## src/rtl/core/akts_pkg.sv

```systemverilog
// shared types and constants of the analog key threshold scanner
package akts_pkg;

   // key count and field widths
   localparam int KEYS        = 64;
   localparam int KEY_W       = 6;
   localparam int MEM_DEPTH   = 2 ** KEY_W;
   localparam int SAMPLE_W    = 12;
   localparam int PCT_W       = 8;
   localparam int CODE_W      = 8;
   localparam int OP_W        = 2;
   localparam int SPAN_W      = 16;
   localparam int PROD_W      = PCT_W + SPAN_W;
   localparam int CMP_W       = PROD_W + 2;
   localparam int PCT_SCALE   = 100;
   localparam int CSR_INDEX_W = 1;
   localparam int CSR_DATA_W  = 8;

   // no-key code after reset
   localparam logic [CODE_W-1:0] NO_KEY_RESET = '0;

   typedef enum logic [OP_W-1:0] {
      OP_SAMPLE   = 2'd0,
      OP_BASELINE = 2'd1,
      OP_CAL      = 2'd2,
      OP_NONE     = 2'd3
   } op_type;

   typedef enum logic [CSR_INDEX_W-1:0] {
      CSR_RACE_MODE   = 1'b0,
      CSR_NO_KEY_CODE = 1'b1
   } csr_index_type;

   // request held in the table read stage
   typedef struct packed {
      logic                valid;
      op_type              op;
      logic                last;
      logic                in_range;
      logic [SAMPLE_W-1:0] sample;
   } stage_type;

   // per-key calibration read from the tables
   typedef struct packed {
      logic [SAMPLE_W-1:0] baseline;
      logic [SAMPLE_W-1:0] full;
      logic [PCT_W-1:0]    percent;
      logic [CODE_W-1:0]   code;
   } cal_type;

   // control registers
   typedef struct packed {
      logic              race_mode;
      logic [CODE_W-1:0] no_key_code;
   } csr_type;

endpackage

```

## src/rtl/core/analog_key_threshold_scanner_top.sv

```systemverilog
// Analog key threshold scanner: per-key calibration tables and press detection.
// Each request is registered in the table read stage, then its result in the result register.
// Throughput: one request per cycle; the table read register and the result
// register form a two-stage pipe that stalls only while a result is held.
// Reset clears the control registers, the race state and both valid stages;
// the calibration tables are not cleared and must be written before use.
module analog_key_threshold_scanner_top (
   input  logic                               clock,
   input  logic                               reset,
   input  logic                               req_valid,
   output logic                               req_stall,
   input  logic [akts_pkg::OP_W-1:0]          req_op,
   input  logic [akts_pkg::KEY_W-1:0]         req_key_index,
   input  logic [akts_pkg::SAMPLE_W-1:0]      req_sample,
   input  logic                               req_last_in_scan,
   input  logic [akts_pkg::SAMPLE_W-1:0]      req_cal_full,
   input  logic [akts_pkg::PCT_W-1:0]         req_cal_percent,
   input  logic [akts_pkg::CODE_W-1:0]        req_cal_code,
   output logic                               rsp_valid,
   input  logic                               rsp_stall,
   output logic [akts_pkg::CODE_W-1:0]        rsp_key_code,
   output logic [akts_pkg::SAMPLE_W-1:0]      rsp_level,
   input  logic                               csr_valid,
   output logic                               csr_ready,
   input  logic [akts_pkg::CSR_INDEX_W-1:0]   csr_index,
   input  logic [akts_pkg::CSR_DATA_W-1:0]    csr_wdata
);
   import akts_pkg::*;

   csr_type   csr_ff;
   stage_type stage;
   cal_type   cal;
   logic      advance;

   // pipe moves unless a held result is stalled
   assign advance   = !rsp_valid || !rsp_stall;
   assign req_stall = !advance;
   assign csr_ready = 1'b1;

   // control registers
   always_ff @(posedge clock) begin
      if (reset) begin
         csr_ff.race_mode   <= 1'b0;
         csr_ff.no_key_code <= NO_KEY_RESET;
      end else if (csr_valid && csr_ready) begin
         unique case (csr_index)
            CSR_RACE_MODE:   csr_ff.race_mode   <= csr_wdata[0];
            CSR_NO_KEY_CODE: csr_ff.no_key_code <= csr_wdata[CODE_W-1:0];
            default:         csr_ff <= csr_ff;
         endcase
      end
   end

   akts_tables u_tables (
      .clock            (clock),
      .reset            (reset),
      .advance          (advance),
      .req_valid        (req_valid),
      .req_op           (op_type'(req_op)),
      .req_key_index    (req_key_index),
      .req_sample       (req_sample),
      .req_last_in_scan (req_last_in_scan),
      .req_cal_full     (req_cal_full),
      .req_cal_percent  (req_cal_percent),
      .req_cal_code     (req_cal_code),
      .stage            (stage),
      .cal              (cal)
   );

   akts_eval u_eval (
      .clock        (clock),
      .reset        (reset),
      .advance      (advance),
      .stage        (stage),
      .cal          (cal),
      .csr          (csr_ff),
      .rsp_valid    (rsp_valid),
      .rsp_key_code (rsp_key_code),
      .rsp_level    (rsp_level)
   );

endmodule

```

## src/rtl/core/akts_tables.sv

```systemverilog
// per-key calibration memories and the request stage that reads them
module akts_tables (
   input  logic                           clock,
   input  logic                           reset,
   input  logic                           advance,
   input  logic                           req_valid,
   input  akts_pkg::op_type               req_op,
   input  logic [akts_pkg::KEY_W-1:0]     req_key_index,
   input  logic [akts_pkg::SAMPLE_W-1:0]  req_sample,
   input  logic                           req_last_in_scan,
   input  logic [akts_pkg::SAMPLE_W-1:0]  req_cal_full,
   input  logic [akts_pkg::PCT_W-1:0]     req_cal_percent,
   input  logic [akts_pkg::CODE_W-1:0]    req_cal_code,
   output akts_pkg::stage_type            stage,
   output akts_pkg::cal_type              cal
);
   import akts_pkg::*;

   logic [SAMPLE_W-1:0]                       base_mem_ff [MEM_DEPTH];
   logic [SAMPLE_W+PCT_W+CODE_W-1:0]          cal_mem_ff  [MEM_DEPTH];
   logic [SAMPLE_W-1:0]                       base_rd_ff;
   logic [SAMPLE_W+PCT_W+CODE_W-1:0]          cal_rd_ff;
   stage_type                                 stage_ff;
   stage_type                                 stage_in;
   logic                                      accept;
   logic                                      in_range;

   assign accept   = advance && req_valid;
   assign in_range = int'(req_key_index) < KEYS;

   // next stage contents
   always_comb begin
      stage_in.valid    = req_valid;
      stage_in.op       = req_op;
      stage_in.last     = req_last_in_scan;
      stage_in.in_range = in_range;
      stage_in.sample   = req_sample;
   end

   // stage register, only the valid bit is reset
   always_ff @(posedge clock) begin
      if (reset) begin
         stage_ff.valid <= 1'b0;
      end else if (advance) begin
         stage_ff <= stage_in;
      end
   end

   // baseline memory, captured from the sample
   always_ff @(posedge clock) begin
      if (accept && in_range && req_op == OP_BASELINE) begin
         base_mem_ff[req_key_index] <= req_sample;
      end
      if (advance) begin
         base_rd_ff <= base_mem_ff[req_key_index];
      end
   end

   // full-scale, percent and code memory
   always_ff @(posedge clock) begin
      if (accept && in_range && req_op == OP_CAL) begin
         cal_mem_ff[req_key_index] <= {req_cal_full, req_cal_percent, req_cal_code};
      end
      if (advance) begin
         cal_rd_ff <= cal_mem_ff[req_key_index];
      end
   end

   assign stage        = stage_ff;
   assign cal.baseline = base_rd_ff;
   assign cal.full     = cal_rd_ff[SAMPLE_W+PCT_W+CODE_W-1 -: SAMPLE_W];
   assign cal.percent  = cal_rd_ff[PCT_W+CODE_W-1 -: PCT_W];
   assign cal.code     = cal_rd_ff[CODE_W-1:0];

endmodule

```

## src/rtl/core/akts_eval.sv

```systemverilog
// threshold test, per-scan race tracking and result register
module akts_eval (
   input  logic                           clock,
   input  logic                           reset,
   input  logic                           advance,
   input  akts_pkg::stage_type            stage,
   input  akts_pkg::cal_type              cal,
   input  akts_pkg::csr_type              csr,
   output logic                           rsp_valid,
   output logic [akts_pkg::CODE_W-1:0]    rsp_key_code,
   output logic [akts_pkg::SAMPLE_W-1:0]  rsp_level
);
   import akts_pkg::*;

   localparam logic signed [CMP_W-1:0] SCALE_S = CMP_W'(PCT_SCALE);

   logic signed [SAMPLE_W:0]   diff;
   logic signed [CMP_W-1:0]    lhs;
   logic signed [CMP_W-1:0]    rhs;
   logic [SPAN_W-1:0]          span;
   logic [PROD_W-1:0]          prod;
   logic                       pressed;
   logic                       is_sample;
   logic                       take_best;
   logic [SAMPLE_W-1:0]        best_level_ff, best_level_in, cand_level;
   logic [CODE_W-1:0]          best_code_ff, best_code_in, cand_code;
   logic                       rsp_valid_ff, rsp_valid_in;
   logic [CODE_W-1:0]          rsp_code_ff, rsp_code_in;
   logic [SAMPLE_W-1:0]        rsp_level_ff, rsp_level_in;

   // exact test: (sample - baseline) * 100 >= percent * span
   always_comb begin
      diff    = $signed({1'b0, stage.sample}) - $signed({1'b0, cal.baseline});
      span    = {{(SPAN_W-SAMPLE_W){1'b0}}, cal.full}
              - {{(SPAN_W-SAMPLE_W){1'b0}}, cal.baseline};
      lhs     = CMP_W'(diff) * SCALE_S;
      prod    = PROD_W'(cal.percent) * PROD_W'(span);
      rhs     = $signed({2'b00, prod});
      pressed = stage.in_range && (span != '0) && (lhs >= rhs);
   end

   // race winner update and result selection
   always_comb begin
      is_sample  = stage.valid && stage.op == OP_SAMPLE;
      take_best  = pressed && (stage.sample > best_level_ff);
      cand_level = take_best ? stage.sample : best_level_ff;
      cand_code  = take_best ? cal.code : best_code_ff;

      rsp_valid_in = 1'b0;
      rsp_code_in  = cal.code;
      rsp_level_in = stage.sample;
      if (is_sample) begin
         if (!csr.race_mode) begin
            rsp_valid_in = pressed;
         end else begin
            rsp_valid_in = stage.last && (cand_code != csr.no_key_code);
            rsp_code_in  = cand_code;
            rsp_level_in = cand_level;
         end
      end

      best_level_in = best_level_ff;
      best_code_in  = best_code_ff;
      if (is_sample) begin
         if (stage.last) begin
            best_level_in = '0;
            best_code_in  = csr.no_key_code;
         end else if (csr.race_mode) begin
            best_level_in = cand_level;
            best_code_in  = cand_code;
         end
      end
   end

   // race state and result valid
   always_ff @(posedge clock) begin
      if (reset) begin
         best_level_ff <= '0;
         best_code_ff  <= NO_KEY_RESET;
         rsp_valid_ff  <= 1'b0;
      end else if (advance) begin
         best_level_ff <= best_level_in;
         best_code_ff  <= best_code_in;
         rsp_valid_ff  <= rsp_valid_in;
      end
   end

   // result payload
   always_ff @(posedge clock) begin
      if (advance) begin
         rsp_code_ff  <= rsp_code_in;
         rsp_level_ff <= rsp_level_in;
      end
   end

   assign rsp_valid    = rsp_valid_ff;
   assign rsp_key_code = rsp_code_ff;
   assign rsp_level    = rsp_level_ff;

endmodule

```

## config.mk

```make
export PLATFORM = sky130hd
export DESIGN_NAME = analog_key_threshold_scanner_top
export DESIGN_NICKNAME = d
export VERILOG_FILES = /design/src/rtl/core/akts_pkg.sv /design/src/rtl/core/analog_key_threshold_scanner_top.sv /design/src/rtl/core/akts_tables.sv /design/src/rtl/core/akts_eval.sv
export SDC_FILE = /design/constraint.sdc
export NUM_CORES = 2
export LEC_CHECK = 0
export ABC_AREA = 0
export BUFFER_PORTS_ARGS = -buffer_cell sky130_fd_sc_hd__buf_4
export CAP_MARGIN = 20
export CORE_ASPECT_RATIO = 2
export CORE_MARGIN = 10
export CORE_UTILIZATION = 63
export DETAILED_ROUTE_END_ITERATION = 10
export HOLD_SLACK_MARGIN = 0.08
export PLACE_DENSITY = 0.78
export SETUP_SLACK_MARGIN = 0.05
export SYNTH_ARGS = -nofsm -noshare
export SYNTH_HDL_FRONTEND = slang
export SYNTH_SLANG_ARGS = --single-unit
```

## constraint.sdc

```tcl
create_clock -name clock -period 11.4 [get_ports clock]
set_clock_uncertainty 0.1 [all_clocks]
set_input_delay 0.57 -clock clock [delete_from_list [all_inputs] [get_ports clock]]
set_output_delay 0.57 -clock clock [all_outputs]
set_load 0.005 [all_outputs]
```

==> metrics.yaml <==
outcome:
  status: "complete, no violations"
global_routing:
  antenna_found_initial: 21
  overflow: 0
  grt_util_all_layers_pct: 31.8
  grt_pass1_vias: 61200
  grt_pass1_wl_um: 417000
  grt_max_degree: 122
drt:
  ant_nets: 0
  avgViaCountPerCell: 7.29
  drtPass1Iterations: 6
  drc_errors: 0
  wire_per_inst_um: 34.6
  drt_iter0_drc: 8546
  wl_um: 292000
  vias: 61400
pwr:
  switching_share_pct: 34.9
  p_sw_mw: 10.3
  seqPwrFrac_pct: 36.9
  p_int_mw: 19.3
  clockPowerShare_pct: 25.4
  vdd_drop_max_mv: 1.07
  leakage_nw: 36.5
  p_comb_share_pct: 37.7
  power_density_nw_per_um2: 259
sta:
  setup_viol: 0
  rsz0062_at_grt: "false"
  whs_ns: 0.138
  setup_tns_ns: 0
  worst_pin_slew_ns: 1.24
  period_share_pct: 84.4
  fmaxAchievable_mhz: 104
  finalHoldViolCount: 0
  slew_viol_final: 0
  maxSlewHeadroom_pct: 17.6
  fin_crit_ns: 9.62
place:
  port_buffers: 84
  place.gp.congestion: 0.895
  dp_hpwl_um: 176000
yosys:
  synth-async-reset-ratio_pct: 0
  ys_types: 74
  synth-edff-count: 2635
  synth_area_um2: 103000
  synth-seq-area-share_pct: 77.5
  synth_fp_nets: 6267
  postSynthAreaPerCell_um2: 17.3
  synthCells: 5967
  synth_warnings: 0
  ys_ff_latch: 2666
  synth_ff_type: "edfxtp_1"
floorplanning:
  io_pins: 86
  fp.dieH_um: 592
  fp-row-count: 209
  core_area_um2: 162000
  die_area_um2: 181000
  initial_utilization_pct: 63.4
  die_x_um: 306
setup_path:
  start_kind: "register"
  path_buf_inv: 3
  cp.arrival_ns: 10.11
  slowest_delay_ns: 0.64
  cp_common_cell: "a21oi_1"
  critPathMaxFanout: 33
  slowest_stage: "a21oi_1"
  critPathCaptureType: "register"
  crit_required_ns: 11.89
  cp_top_family: "compound AO/OA/AOI/OAI gates"
  path_class: "register to register"
clock_tree:
  post_cts_buffers: 0
  clockBufferDepth: 4
  root_buffer: "clkbuf_16"
  clk_pin_slew_ns: 0.07
  numCtsBuffers: 210
  cts_num_sinks: 2666
  cts_tree: "built"
  htreeDepth: 4
  insertion_delay_ns: 0.86
final_layout:
  fin_util_pct: 70.5
  layout-drive-gt1-share_pct: 11.1
  nets: 6444
  area_delta_synth_final_pct: 11.2
min_path:
  hp-class: "input port to register"
flow_run:
  drv_cap: 0
cells in the final DEF (no fill, tap or decap), types with 41 or more instances in the layout:
master     instances
edfxtp_1        2635
a22oi_1          779
buf_4            280
a221oi_1         259
a22o_1           256
a31oi_1          231
clkbuf_16        215
inv_1            164
a21oi_1          157
ha_1             142
nor2_1           120
nand2_1          105
fa_1              95
nand4_1           83
nand3_1           73
and2_1            73
nor2_4            65
o21ai_0           41
stage by stage:
step | instance area (um2) | instances | power, mW | setup slack [ns]
2_1_floorplan | 103000 | 5967 | 18.6 | 3.36
3_3_place_gp | 107000 | 8002 | 22.0 | 1.93
3_5_place_dp | 107000 | 8006 | 22.3 | 1.70
4_1_cts | 114000 | 8412 | 29.7 | 1.72
5_1_grt | 114000 | 8418 | 31.2 | 1.04
6_report | 114000 | 8427 | 29.6 | 1.78
repair_timing:
action / in CTS / in global routing
hold buffers: 34 / 0
gates resized for setup: 0 / 0
hold endpoints to repair: 38 / 0
cells by family (layout without fill, tap and decap cells):
family,after synthesis,after routing,share of synthesized area (%)
other,1,14,0.00364
XOR/XNOR,49,49,0.417
AO/OA/AOI/OAI,1827,1827,13.2
AND/OR/NAND/NOR,646,646,3.19
flip-flops,2666,2666,77.5
multiplexers,17,17,0.179
adder cells (fa/ha/maj),237,237,3.57
buffers and inverters,524,861,1.93
layout make-up:
class                      count  area, um2
clock buffer                 243       5490
multi-input combinational   2777      21800
clock inverter               129       1500
antenna                       13       32.5
inverter                     165        619
timing repair buffer         324       2620
fill                        9414      48000
tap                         2110       2640
sequential                  2666      79700
cell usage after synthesis, types with 12 or more instances:
cell type	count	area [um2]
nand3_1	74	370
edfxtp_1	2635	79100
a21o_1	31	233
inv_1	164	616
nand4_1	83	519
ha_1	142	1780
a22oi_1	779	5850
xor2_1	20	175
nor2_1	185	694
a221oi_1	259	2270
nand2_1	106	398
a31oi_1	232	1450
nor4_1	37	231
fa_1	95	1900
a21oi_1	157	786
nor2b_1	21	131
buf_1	72	270
clkbuf_1	279	1050
a22o_1	256	2240
xnor2_1	29	254
nor3_1	12	60.1
o21ai_0	41	205
and2_1	73	457
dfxtp_1	31	621
path summary, 6_finish.rpt:
path / from / endpoint / slack (ns) / depth (start not counted)
worst max-delay path: u_tables.cal_rd_ff[21] / u_eval.rsp_key_code[3] / 1.78 / 33
worst min-delay path: req_cal_code[7] / u_tables.cal_mem_ff[56][7] / 0.14 / 1
worst max register to register: u_tables.cal_rd_ff[21] / u_eval.rsp_key_code[3] / 1.78 / 33
worst min register to register: u_eval.best_level_ff[10] / u_eval.best_level_ff[10] / 0.42 / 2
layer usage:
metal  track usage (%)  share of wire (%)
met1              34.3                 30
met2              55.1                 51
met3              5.25                9.8
met4              25.3                9.1
met5                 0              0.027
power groups by stage:
stage                     Clock (mW)  Sequential, mW  Combinational (mW)
after global routing            7.87            10.9                12.4
final                           7.51            10.9                11.1
after CTS                       7.50            10.9                11.2
after floorplan                    0            11.1                7.48
after detailed placement           0            11.1                11.2
after global placement             0            11.1                10.8
registers in the layout (all words and copies together) (netlist names):
signal                flops
u_tables.cal_mem_ff    1792
csr_ff                    9
u_eval.best_code_ff       8
u_eval.rsp_valid          1
u_tables.stage           16
u_tables.cal_rd_ff       28
u_tables.base_rd_ff      12
u_eval.rsp_key_code       8
u_eval.best_level_ff     12
u_tables.base_mem_ff    768
u_eval.rsp_level         12
worst reg2reg max path, delay by kind of cell (launching register included):
kind            cells  cell delay (ns)
buf+inv             3             0.32
mux                 1             0.52
simple gates        6             1.82
flops               1             0.38
compound gates     15             3.08
fa+ha+maj           7             2.98
xor+xnor            1             0.17
No activity file was read; power rests on OpenSTA's default activity.
